`src/tsp_pkg.sv`:
```
// ----------------------------------------------------------------------------
// tsp_pkg
// Shared widths, register indexes and controller/datapath handshake types
// for the trapezoidal speed profile block.
// ----------------------------------------------------------------------------
package tsp_pkg;

    // fixed-point format of speed and distance
    localparam int FRAC_BITS = 8;
    localparam int DT_FRAC   = 16;

    localparam int DT_W    = 16;
    localparam int ACC_W   = 16;
    localparam int LEN_W   = 16;
    localparam int MAXV_W  = 12;
    localparam int SPEED_W = MAXV_W + FRAC_BITS;
    localparam int POS_W   = 17 + FRAC_BITS;
    localparam int ENDQ_W  = LEN_W + FRAC_BITS;
    localparam int REM_W   = ENDQ_W;

    // accel*dt product and the unclamped speed sum
    localparam int ADT_W = ACC_W + DT_W;
    localparam int V_W   = ADT_W - (DT_FRAC - FRAC_BITS) + 1;

    // radicand is (accel*rem) << (FRAC_BITS+1), padded to an even width
    localparam int PROD_W     = ACC_W + REM_W;
    localparam int ROOT_W     = 17 + FRAC_BITS;
    localparam int RAD_W      = 2 * ROOT_W;
    localparam int ROOT_CNT_W = $clog2(ROOT_W);

    localparam int SD_W = SPEED_W + DT_W;

    localparam int CFG_IDX_W  = 2;
    localparam int CFG_DATA_W = 16;

    localparam logic [CFG_IDX_W-1:0] REG_ACCEL     = 2'd0;
    localparam logic [CFG_IDX_W-1:0] REG_LENGTH    = 2'd1;
    localparam logic [CFG_IDX_W-1:0] REG_MAX_SPEED = 2'd2;

    localparam logic [ACC_W-1:0]  ACCEL_RST     = 16'd1500;
    localparam logic [LEN_W-1:0]  LENGTH_RST    = 16'd0;
    localparam logic [MAXV_W-1:0] MAX_SPEED_RST = 12'd1000;

    localparam logic OP_ADVANCE = 1'b0;
    localparam logic OP_START   = 1'b1;

    typedef struct packed {
        logic load;
        logic clear;
        logic mul_acc;
        logic mul_rem;
        logic sqrt_start;
        logic cap;
        logic mul_step;
        logic move;
        logic out_load;
    } tsp_cmd_t;

    typedef struct packed {
        logic op_start;
        logic sqrt_done;
        logic out_free;
    } tsp_status_t;

endpackage

```
`src/tsp_if.sv`:
```
// ----------------------------------------------------------------------------
// tsp_if
// Valid/ready channels of the trapezoidal speed profile block: tick input,
// result output and configuration write.
// ----------------------------------------------------------------------------
interface tsp_tick_if;
    logic                       valid;
    logic                       ready;
    logic                       op;
    logic [tsp_pkg::DT_W-1:0]   time_step;

    modport source (output valid, op, time_step, input ready);
    modport sink   (input valid, op, time_step, output ready);
endinterface

interface tsp_result_if;
    logic                         valid;
    logic                         ready;
    logic [tsp_pkg::SPEED_W-1:0]  speed_q8;
    logic [tsp_pkg::POS_W-1:0]    travelled_q8;
    logic [tsp_pkg::SPEED_W-1:0]  step_distance_q8;
    logic                         at_end;

    modport source (output valid, speed_q8, travelled_q8, step_distance_q8, at_end,
                    input ready);
    modport sink   (input valid, speed_q8, travelled_q8, step_distance_q8, at_end,
                    output ready);
endinterface

interface tsp_cfg_if;
    logic                            valid;
    logic                            ready;
    logic [tsp_pkg::CFG_IDX_W-1:0]   index;
    logic [tsp_pkg::CFG_DATA_W-1:0]  data;

    modport source (output valid, index, data, input ready);
    modport sink   (input valid, index, data, output ready);
endinterface

```
`src/tsp_sqrt.sv`:
```
// ----------------------------------------------------------------------------
// tsp_sqrt
// Restoring integer square root, one result bit per cycle, floor rounding.
// ----------------------------------------------------------------------------
module tsp_sqrt (
    input  logic                        clk,
    input  logic                        rst_n,
    input  logic                        start,
    input  logic [tsp_pkg::RAD_W-1:0]   radicand,
    output logic                        done,
    output logic [tsp_pkg::ROOT_W-1:0]  root
);

    localparam int RW = tsp_pkg::ROOT_W;

    logic                               busy_reg;
    logic                               done_reg;
    logic [tsp_pkg::ROOT_CNT_W-1:0]     cnt_reg;
    logic [tsp_pkg::RAD_W-1:0]          rad_reg;
    logic [RW+1:0]                      rem_reg;
    logic [RW-1:0]                      root_reg;

    logic [RW+3:0]                      acc;
    logic [RW+3:0]                      sub;
    logic [RW+3:0]                      diff;

    // bring down the next two radicand bits and try root*4+1
    assign acc  = {1'b0, rem_reg[RW:0], rad_reg[tsp_pkg::RAD_W-1 -: 2]};
    assign sub  = {2'b00, root_reg, 2'b01};
    assign diff = acc - sub;

    always_ff @(posedge clk or negedge rst_n)
    begin
        if (!rst_n)
        begin
            busy_reg <= 1'b0;
            done_reg <= 1'b0;
            cnt_reg  <= '0;
        end
        else
        begin
            done_reg <= 1'b0;
            if (start)
            begin
                busy_reg <= 1'b1;
                cnt_reg  <= '0;
            end
            else if (busy_reg)
            begin
                if (cnt_reg == tsp_pkg::ROOT_CNT_W'(RW - 1))
                begin
                    busy_reg <= 1'b0;
                    done_reg <= 1'b1;
                end
                cnt_reg <= cnt_reg + 1'b1;
            end
        end
    end

    always_ff @(posedge clk)
    begin
        if (start)
        begin
            rad_reg  <= radicand;
            rem_reg  <= '0;
            root_reg <= '0;
        end
        else if (busy_reg)
        begin
            rad_reg <= rad_reg << 2;
            if (!diff[RW+3])
            begin
                rem_reg  <= diff[RW+1:0];
                root_reg <= {root_reg[RW-2:0], 1'b1};
            end
            else
            begin
                rem_reg  <= acc[RW+1:0];
                root_reg <= {root_reg[RW-2:0], 1'b0};
            end
        end
    end

    assign done = done_reg;
    assign root = root_reg;

endmodule

```
`src/tsp_datapath.sv`:
```
// ----------------------------------------------------------------------------
// tsp_datapath
// Configuration registers, speed and position state, the multiply steps,
// the square-root cap and the result register.
// ----------------------------------------------------------------------------
module tsp_datapath (
    input  logic                             clk,
    input  logic                             rst_n,
    input  tsp_pkg::tsp_cmd_t                cmd,
    output tsp_pkg::tsp_status_t             status,
    input  logic                             tick_op,
    input  logic [tsp_pkg::DT_W-1:0]         tick_time_step,
    input  logic                             cfg_we,
    input  logic [tsp_pkg::CFG_IDX_W-1:0]    cfg_index,
    input  logic [tsp_pkg::CFG_DATA_W-1:0]   cfg_data,
    output logic                             result_valid,
    input  logic                             result_ready,
    output logic [tsp_pkg::SPEED_W-1:0]      result_speed_q8,
    output logic [tsp_pkg::POS_W-1:0]        result_travelled_q8,
    output logic [tsp_pkg::SPEED_W-1:0]      result_step_distance_q8,
    output logic                             result_at_end
);

    localparam int FB = tsp_pkg::FRAC_BITS;

    logic [tsp_pkg::ACC_W-1:0]    accel_reg;
    logic [tsp_pkg::LEN_W-1:0]    length_reg;
    logic [tsp_pkg::MAXV_W-1:0]   max_speed_reg;

    logic [tsp_pkg::SPEED_W-1:0]  speed_reg;
    logic [tsp_pkg::POS_W-1:0]    position_reg;
    logic                         out_valid_reg;

    logic                         op_reg;
    logic [tsp_pkg::DT_W-1:0]     dt_reg;
    logic [tsp_pkg::ADT_W-1:0]    adt_reg;
    logic                         gt_reg;
    logic [tsp_pkg::REM_W-1:0]    rem_reg;
    logic [tsp_pkg::RAD_W-1:0]    rad_reg;
    logic [tsp_pkg::V_W-1:0]      v_reg;
    logic [tsp_pkg::SPEED_W-1:0]  step_reg;

    logic [tsp_pkg::SPEED_W-1:0]  out_speed_reg;
    logic [tsp_pkg::POS_W-1:0]    out_pos_reg;
    logic [tsp_pkg::SPEED_W-1:0]  out_step_reg;
    logic                         out_end_reg;

    logic [tsp_pkg::ENDQ_W-1:0]   end_q;
    logic [tsp_pkg::PROD_W-1:0]   prod;
    logic [tsp_pkg::SD_W-1:0]     sd;
    logic                         sqrt_done;
    logic [tsp_pkg::ROOT_W-1:0]   root;
    logic [tsp_pkg::V_W-1:0]      vcap;
    logic [tsp_pkg::V_W-1:0]      ceiling;
    logic [tsp_pkg::V_W-1:0]      v_min;
    logic [tsp_pkg::V_W-1:0]      v_lim;
    logic [tsp_pkg::POS_W:0]      pos_sum;
    logic [tsp_pkg::POS_W-1:0]    pos_next;
    logic                         at_end;

    assign end_q   = {length_reg, {FB{1'b0}}};
    assign prod    = accel_reg * rem_reg;
    assign sd      = speed_reg * dt_reg;

    // cap order: square-root brake curve first, then the speed ceiling
    assign vcap    = gt_reg ? tsp_pkg::V_W'(root) : '0;
    assign ceiling = tsp_pkg::V_W'({max_speed_reg, {FB{1'b0}}});
    assign v_min   = (v_reg > vcap) ? vcap : v_reg;
    assign v_lim   = (v_min > ceiling) ? ceiling : v_min;

    assign pos_sum  = {1'b0, position_reg} + (tsp_pkg::POS_W + 1)'(step_reg);
    assign pos_next = pos_sum[tsp_pkg::POS_W] ? '1 : pos_sum[tsp_pkg::POS_W-1:0];
    assign at_end   = position_reg >= tsp_pkg::POS_W'(end_q);

    tsp_sqrt u_sqrt (
        .clk      (clk),
        .rst_n    (rst_n),
        .start    (cmd.sqrt_start),
        .radicand (rad_reg),
        .done     (sqrt_done),
        .root     (root)
    );

    always_ff @(posedge clk or negedge rst_n)
    begin
        if (!rst_n)
        begin
            accel_reg     <= tsp_pkg::ACCEL_RST;
            length_reg    <= tsp_pkg::LENGTH_RST;
            max_speed_reg <= tsp_pkg::MAX_SPEED_RST;
        end
        else if (cfg_we)
        begin
            case (cfg_index)
                tsp_pkg::REG_ACCEL:     accel_reg     <= cfg_data;
                tsp_pkg::REG_LENGTH:    length_reg    <= cfg_data;
                tsp_pkg::REG_MAX_SPEED: max_speed_reg <= cfg_data[tsp_pkg::MAXV_W-1:0];
                default:                ;
            endcase
        end
    end

    always_ff @(posedge clk or negedge rst_n)
    begin
        if (!rst_n)
        begin
            speed_reg     <= '0;
            position_reg  <= '0;
            out_valid_reg <= 1'b0;
        end
        else
        begin
            if (cmd.clear)
            begin
                speed_reg    <= '0;
                position_reg <= '0;
            end
            else
            begin
                if (cmd.cap)
                    speed_reg <= v_lim[tsp_pkg::SPEED_W-1:0];
                if (cmd.move)
                    position_reg <= pos_next;
            end
            if (cmd.out_load)
                out_valid_reg <= 1'b1;
            else if (result_ready)
                out_valid_reg <= 1'b0;
        end
    end

    always_ff @(posedge clk)
    begin
        if (cmd.load)
        begin
            op_reg <= tick_op;
            dt_reg <= tick_time_step;
        end
        if (cmd.mul_acc)
        begin
            adt_reg <= accel_reg * dt_reg;
            gt_reg  <= {1'b0, end_q} > position_reg;
            rem_reg <= tsp_pkg::REM_W'({1'b0, end_q} - position_reg);
        end
        if (cmd.mul_rem)
        begin
            rad_reg <= tsp_pkg::RAD_W'({prod, {(FB + 1){1'b0}}});
            v_reg   <= tsp_pkg::V_W'(speed_reg)
                     + tsp_pkg::V_W'(adt_reg >> (tsp_pkg::DT_FRAC - FB));
        end
        if (cmd.clear)
            step_reg <= '0;
        else if (cmd.mul_step)
            step_reg <= tsp_pkg::SPEED_W'(sd >> tsp_pkg::DT_FRAC);
        if (cmd.out_load)
        begin
            out_speed_reg <= speed_reg;
            out_pos_reg   <= position_reg;
            out_step_reg  <= step_reg;
            out_end_reg   <= at_end;
        end
    end

    assign status.op_start  = (op_reg == tsp_pkg::OP_START);
    assign status.sqrt_done = sqrt_done;
    assign status.out_free  = !out_valid_reg || result_ready;

    assign result_valid            = out_valid_reg;
    assign result_speed_q8         = out_speed_reg;
    assign result_travelled_q8     = out_pos_reg;
    assign result_step_distance_q8 = out_step_reg;
    assign result_at_end           = out_end_reg;

endmodule

```
`src/tsp_ctrl.sv`:
```
// ----------------------------------------------------------------------------
// tsp_ctrl
// Sequencer: steps one tick word through the multiply, square-root, cap and
// position-update phases of the datapath, or through the clear phase for a start tick.
// ----------------------------------------------------------------------------
module tsp_ctrl (
    input  logic                  clk,
    input  logic                  rst_n,
    input  logic                  tick_valid,
    output logic                  tick_ready,
    input  tsp_pkg::tsp_status_t  status,
    output tsp_pkg::tsp_cmd_t     cmd
);

    typedef enum logic [3:0] {
        S_IDLE,
        S_DISPATCH,
        S_CLEAR,
        S_MUL_ACC,
        S_MUL_REM,
        S_SQRT_GO,
        S_SQRT_WAIT,
        S_CAP,
        S_MUL_STEP,
        S_MOVE,
        S_DONE
    } state_t;

    state_t state_reg;
    state_t state_next;

    always_comb
    begin
        state_next = state_reg;
        cmd        = '0;
        tick_ready = 1'b0;
        case (state_reg)
            S_IDLE:
            begin
                tick_ready = 1'b1;
                cmd.load   = tick_valid;
                if (tick_valid)
                    state_next = S_DISPATCH;
            end
            S_DISPATCH:
                state_next = status.op_start ? S_CLEAR : S_MUL_ACC;
            S_CLEAR:
            begin
                cmd.clear  = 1'b1;
                state_next = S_DONE;
            end
            S_MUL_ACC:
            begin
                cmd.mul_acc = 1'b1;
                state_next  = S_MUL_REM;
            end
            S_MUL_REM:
            begin
                cmd.mul_rem = 1'b1;
                state_next  = S_SQRT_GO;
            end
            S_SQRT_GO:
            begin
                cmd.sqrt_start = 1'b1;
                state_next     = S_SQRT_WAIT;
            end
            S_SQRT_WAIT:
                if (status.sqrt_done)
                    state_next = S_CAP;
            S_CAP:
            begin
                cmd.cap    = 1'b1;
                state_next = S_MUL_STEP;
            end
            S_MUL_STEP:
            begin
                cmd.mul_step = 1'b1;
                state_next   = S_MOVE;
            end
            S_MOVE:
            begin
                cmd.move   = 1'b1;
                state_next = S_DONE;
            end
            S_DONE:
            begin
                // hold here while the previous result word is still unclaimed
                cmd.out_load = status.out_free;
                if (status.out_free)
                    state_next = S_IDLE;
            end
            default:
                state_next = S_IDLE;
        endcase
    end

    always_ff @(posedge clk or negedge rst_n)
    begin
        if (!rst_n)
            state_reg <= S_IDLE;
        else
            state_reg <= state_next;
    end

endmodule

```
`src/trapezoid_speed_profile_top.sv`:
```
// ----------------------------------------------------------------------------
// trapezoid_speed_profile_top
// Trapezoidal speed profile generator: speed and travelled distance updated
// per time-step tick, with an acceleration limit, a square-root braking cap
// and a speed ceiling.
// ----------------------------------------------------------------------------
//  channel  | role    | word
//  ---------+---------+---------------------------------------------------
//  tick     | sink    | op, time_step
//  result   | source  | speed_q8, travelled_q8, step_distance_q8, at_end
//  cfg      | sink    | index, data (acceleration, path_length, max_speed)
//
//  an advance tick runs dispatch, two multiply phases, the 25-step bit-serial
//  square root, cap, step multiply and move; a start tick runs dispatch and clear
//  one tick is in flight at a time; the next tick is taken once the result
//  has moved into the output register, even if that word is not yet taken
//  a stalled result holds the sequencer in its last phase
//  async active-low reset loads the register defaults and clears speed/position
//  cfg is always ready
// ----------------------------------------------------------------------------
module trapezoid_speed_profile_top (
    input  logic          clk,
    input  logic          rst_n,
    tsp_tick_if.sink      tick,
    tsp_result_if.source  result,
    tsp_cfg_if.sink       cfg
);

    tsp_pkg::tsp_cmd_t     cmd;
    tsp_pkg::tsp_status_t  status;

    assign cfg.ready = 1'b1;

    tsp_ctrl u_ctrl (
        .clk        (clk),
        .rst_n      (rst_n),
        .tick_valid (tick.valid),
        .tick_ready (tick.ready),
        .status     (status),
        .cmd        (cmd)
    );

    tsp_datapath u_datapath (
        .clk                     (clk),
        .rst_n                   (rst_n),
        .cmd                     (cmd),
        .status                  (status),
        .tick_op                 (tick.op),
        .tick_time_step          (tick.time_step),
        .cfg_we                  (cfg.valid),
        .cfg_index               (cfg.index),
        .cfg_data                (cfg.data),
        .result_valid            (result.valid),
        .result_ready            (result.ready),
        .result_speed_q8         (result.speed_q8),
        .result_travelled_q8     (result.travelled_q8),
        .result_step_distance_q8 (result.step_distance_q8),
        .result_at_end           (result.at_end)
    );

endmodule

```
`src/flat_wrapper.sv`:
```
// flat-port wrapper written by rule: the top's interface ports become plain ports
module trapezoid_speed_profile_top_flat 
  (clk, rst_n, tick_valid, tick_op, tick_time_step, tick_ready, result_valid, result_speed_q8, result_travelled_q8, result_step_distance_q8, result_at_end, result_ready, cfg_valid, cfg_index, cfg_data, cfg_ready);
  tsp_tick_if tick_i ();
  tsp_result_if result_i ();
  tsp_cfg_if cfg_i ();
  input  logic clk;
  input  logic rst_n;
  input wire logic [$bits(tick_i.valid)-1:0] tick_valid;
  input wire logic [$bits(tick_i.op)-1:0] tick_op;
  input wire logic [$bits(tick_i.time_step)-1:0] tick_time_step;
  output wire logic [$bits(tick_i.ready)-1:0] tick_ready;
  output wire logic [$bits(result_i.valid)-1:0] result_valid;
  output wire logic [$bits(result_i.speed_q8)-1:0] result_speed_q8;
  output wire logic [$bits(result_i.travelled_q8)-1:0] result_travelled_q8;
  output wire logic [$bits(result_i.step_distance_q8)-1:0] result_step_distance_q8;
  output wire logic [$bits(result_i.at_end)-1:0] result_at_end;
  input wire logic [$bits(result_i.ready)-1:0] result_ready;
  input wire logic [$bits(cfg_i.valid)-1:0] cfg_valid;
  input wire logic [$bits(cfg_i.index)-1:0] cfg_index;
  input wire logic [$bits(cfg_i.data)-1:0] cfg_data;
  output wire logic [$bits(cfg_i.ready)-1:0] cfg_ready;
  assign tick_i.valid = tick_valid;
  assign tick_i.op = tick_op;
  assign tick_i.time_step = tick_time_step;
  assign tick_ready = tick_i.ready;
  assign result_valid = result_i.valid;
  assign result_speed_q8 = result_i.speed_q8;
  assign result_travelled_q8 = result_i.travelled_q8;
  assign result_step_distance_q8 = result_i.step_distance_q8;
  assign result_at_end = result_i.at_end;
  assign result_i.ready = result_ready;
  assign cfg_i.valid = cfg_valid;
  assign cfg_i.index = cfg_index;
  assign cfg_i.data = cfg_data;
  assign cfg_ready = cfg_i.ready;
  trapezoid_speed_profile_top u_core (.clk(clk), .rst_n(rst_n), .tick(tick_i), .result(result_i), .cfg(cfg_i));
endmodule
```
`config.mk`:
```
export PLATFORM = sky130hd
export DESIGN_NAME = trapezoid_speed_profile_top_flat
export DESIGN_NICKNAME = d
export VERILOG_FILES = /design/src/tsp_pkg.sv /design/src/tsp_if.sv /design/src/tsp_sqrt.sv /design/src/tsp_datapath.sv /design/src/tsp_ctrl.sv /design/src/trapezoid_speed_profile_top.sv /design/src/flat_wrapper.sv
export SDC_FILE = /design/constraint.sdc
export NUM_CORES = 2
export LEC_CHECK = 0
export BUFFER_PORTS_ARGS = -buffer_cell sky130_fd_sc_hd__buf_2
export CORE_MARGIN = 1
export CORE_UTILIZATION = 55
export DETAILED_ROUTE_END_ITERATION = 7
export PLACE_DENSITY_LB_ADDON = 0.05
export RECOVER_POWER = 25
export SYNTH_ARGS = -nofsm -noshare
export SYNTH_HDL_FRONTEND = slang
export SYNTH_HIERARCHICAL = 1
export SYNTH_SLANG_ARGS = --single-unit
```
`constraint.sdc`:
```
create_clock -name clk -period 6.6 [get_ports clk]
set_input_delay 0.33 -clock clk [delete_from_list [all_inputs] [get_ports clk]]
set_output_delay 0.33 -clock clk [all_outputs]
set_load 0.01 [all_outputs]
```
==> results.py <==
metrics = {
    "floorplan": {
        "num_rows": 111,
        "die-area_mm2": 0.0937,
        "core_area_mm2": 0.0917,
        "die_y_um": 306,
        "die_w_um": 306,
        "ios": 109,
        "start_util_pct": 55.5,
    },
    "placement": {
        "place_ws_ns": -0.161,
        "gp_congestion": 0.943,
        "hpwl_um": 103000,
        "numPortBuffers": 107,
    },
    "grt": {
        "grt_usage_pct": 28.6,
        "grt_max_degree": 75,
        "grt_first_pass_wirelength_um": 209000,
        "globalRoute.totalOverflow": 0,
        "grt_pass1_vias": 37500,
        "antenna_found_initial": 4,
    },
    "worst_setup_path": {
        "r2r-start": "u_core/u_datapath/accel_reg[4]$_DFFE_PN1P_",
        "cp-start-kind": "register",
        "path_class": "reg2reg",
        "rr_endpoint": "u_core/u_datapath/rad_reg[47]$_DFFE_PP_",
        "reg2reg_depth": 23,
        "end_kind": "register",
        "rrSetupSlack_ns": 0.05,
        "arrival_ns": 6.89,
        "path_max_fanout": 8,
        "worstPathRequired_ns": 6.94,
    },
    "route": {
        "detail_route.first_pass.iterations": 5,
        "vias_per_cell": 5.45,
        "drt_iter0_markers": 2369,
        "wirelength_um": 130000,
        "vias": 36700,
        "wl_per_cell_um": 19.3,
        "drc": 0,
        "postRouteAntennaNets": 0,
    },
    "logic_synthesis": {
        "postSynthAreaPerCell_um2": 9.64,
        "ys_warn_count": 6,
        "yosys.cell_types.count": 99,
        "synth_xor_area_share_pct": 2.58,
        "synth_mux_area_share_pct": 2.95,
        "synth_area_leaders": "fa_1 30%, edfxtp_1 15%, ha_1 11%",
        "synth_compound_area_share_pct": 7.74,
        "synthArstFlopShare_pct": 24.1,
        "yosysTopAreaCell": "fa_1",
        "synth.yosys.seq_area_share_pct": 22.4,
        "syn_area_mm2": 0.0508,
        "synth_top_area_share_pct": 29.5,
        "ys_ff_latch": 419,
        "ys.flop_type": "edfxtp_1",
        "synth_edf_count": 247,
        "yosys.area_share.simple_pct": 14.8,
        "synth_fa_ha_area_share_pct": 40.4,
        "syn_inst": 5276,
        "synth_top_family_by_area": "adder cells",
    },
    "timing": {
        "fin_crit_sh_pct": 99.2,
        "rsz0062_at_grt": "yes",
        "worstMarginPinSlew_ns": 1.24,
        "finalHoldViolations": 0,
        "finalWorstSetupSlack_ns": 0.0517,
        "setup_viol_count_final": 0,
        "clock_skew_ns": 0.0361,
        "finalMaxSlewViolations": 0,
        "hold_ws_ns": 0.0476,
        "min_period_ns": 6.55,
        "max_freq_ghz": 0.153,
        "max_slew_margin_pct": 17.0,
    },
    "clock_tree": {
        "clock_sinks": 419,
        "htreeDepth": 2,
        "clk_pin_slew_worst_paths_ns": 0.06,
        "tritoncts": "yes",
        "cts_max_path_buffers": 3,
        "cts_buffers": 52,
        "cts_root_buf": "clkbuf_16",
        "clk_latency_ns": 0.64,
    },
    "finish": {
        "largest_reg_flops": 50,
        "insertedDiodeCount": 0,
        "drive_gt1_share_pct": 12.7,
        "final_util_pct": 62.1,
        "fin_nets": 6751,
        "area_growth_syn_to_layout_pct": 12.0,
    },
    "outcome": {
        "status": "finished clean",
    },
    "worst_hold_path": {
        "hold_path.startpoint": "cfg_data[9]",
        "holdPathStages": 2,
        "hp-class": "in2reg",
        "min_to": "u_core/u_datapath/accel_reg[9]$_DFFE_PN0P_",
    },
    "run": {
        "maxCapViolations": 0,
    },
}
[worst max-delay path: stages, from the launching register on]
cell and delay (ns):
dfstp_4 0.50, buf_12 0.15, buf_6 0.14, and2_4 0.16, fa_2 0.55, inv_1 0.06
fa_2 0.52, inv_1 0.05, fa_1 0.38, inv_1 0.07, fa_1 0.40, inv_1 0.07
fa_1 0.42, fa_1 0.44, ha_1 0.32, a21o_1 0.20, a221o_1 0.32, a32oi_2 0.31
o221ai_2 0.18, o41ai_4 0.36, o21ai_2 0.11, o211ai_2 0.18, mux2i_1 0.21, o221ai_1 0.13
[synth_stat cells, drive strengths merged, types with 28 or more instances]
library cell / instances
nand2: 745
dfrtp: 88
clkbuf: 211
o21ai: 119
and3: 28
nand2b: 34
a21o: 64
and2: 391
nor3: 32
mux2: 95
xor2: 57
nor2b: 34
mux2i: 43
ha: 440
a311oi: 38
fa: 750
dfxtp: 71
buf: 29
nor2: 199
inv: 984
nand3: 31
edfxtp: 247
xnor2: 93
a21oi: 147
[worst max path at each step]
stage,start,end
floorplan,u_core/u_datapath/accel_reg[2]$_DFFE_PN1P_,u_core/u_datapath/rad_reg[47]$_DFFE_PP_
global placement,u_core/u_datapath/accel_reg[1]$_DFFE_PN0P_,u_core/u_datapath/rad_reg[48]$_DFFE_PP_
detailed placement,u_core/u_datapath/accel_reg[1]$_DFFE_PN0P_,u_core/u_datapath/rad_reg[48]$_DFFE_PP_
CTS,u_core/u_datapath/accel_reg[3]$_DFFE_PN1P_,u_core/u_datapath/rad_reg[47]$_DFFE_PP_
global route,u_core/u_datapath/accel_reg[4]$_DFFE_PN1P_,u_core/u_datapath/rad_reg[47]$_DFFE_PP_
finish,u_core/u_datapath/accel_reg[4]$_DFFE_PN1P_,u_core/u_datapath/rad_reg[47]$_DFFE_PP_
[repair_timing]
item,4_1_cts,5_1_grt
resized for setup,12,103
cloned,0,1
buffers inserted,13,46
hold buffers,22,0
setup endpoints to repair,7,27
hold endpoints to repair,85,0
pin swaps,0,45
[metal layers]
metal / global-route usage (%) / share of wire (%)
met1: 42.3 / 47
met5: 0 / 0.014
met3: 4.56 / 6.5
met2: 44.0 / 44
met4: 7.18 / 2.4
[stage by stage]
step	cells	instance area, um2	TNS [ns]
6_report	6748	56900	0
3_3_place_gp	6571	54100	-0.218
4_1_cts	6701	56100	0
5_1_grt	6748	56900	-0.811
2_1_floorplan	5285	50900	0
3_5_place_dp	6571	54100	-0.338
[cells by family after synthesis]
group | count (synthesis)
buffers and inverters | 1224
xor gates and xnor gates | 150
DFF | 419
AOI/OAI and AO/OA | 573
adders and majority gates | 1190
muxes | 138
and+or+nand+nor | 1580
other | 2
[area by class of cell]
cell class / instances / area (um2)
multi-input cells: 3642 / 35200
fillers: 7848 / 34700
flip-flops and latches: 419 / 11400
inverters: 984 / 3690
repair buffers: 422 / 3480
well taps: 1186 / 1480
clock buffers: 67 / 1390
clock inverters: 28 / 269
[cells in the final DEF (no fill, tap or decap), types with 34 or more instances in the layout]
cell,Yosys,layout
mux2i_1,43,43
dfxtp_1,71,71
buf_4,4,239
fa_1,750,737
a21o_1,64,64
dfrtp_1,88,74
clkbuf_16,0,53
and2_1,388,384
a21oi_1,146,143
nand2_1,745,737
buf_12,0,37
a311oi_1,38,38
edfxtp_1,247,247
xnor2_1,93,93
mux2_2,94,94
nand2b_1,34,34
inv_1,984,975
o21ai_0,106,100
buf_2,12,98
nor2_1,199,193
xor2_1,57,57
nor2b_1,34,34
ha_1,440,430
Power is not shown: default switching activity piles up to over one toggle a cycle in this logic, so the estimate is an artifact.
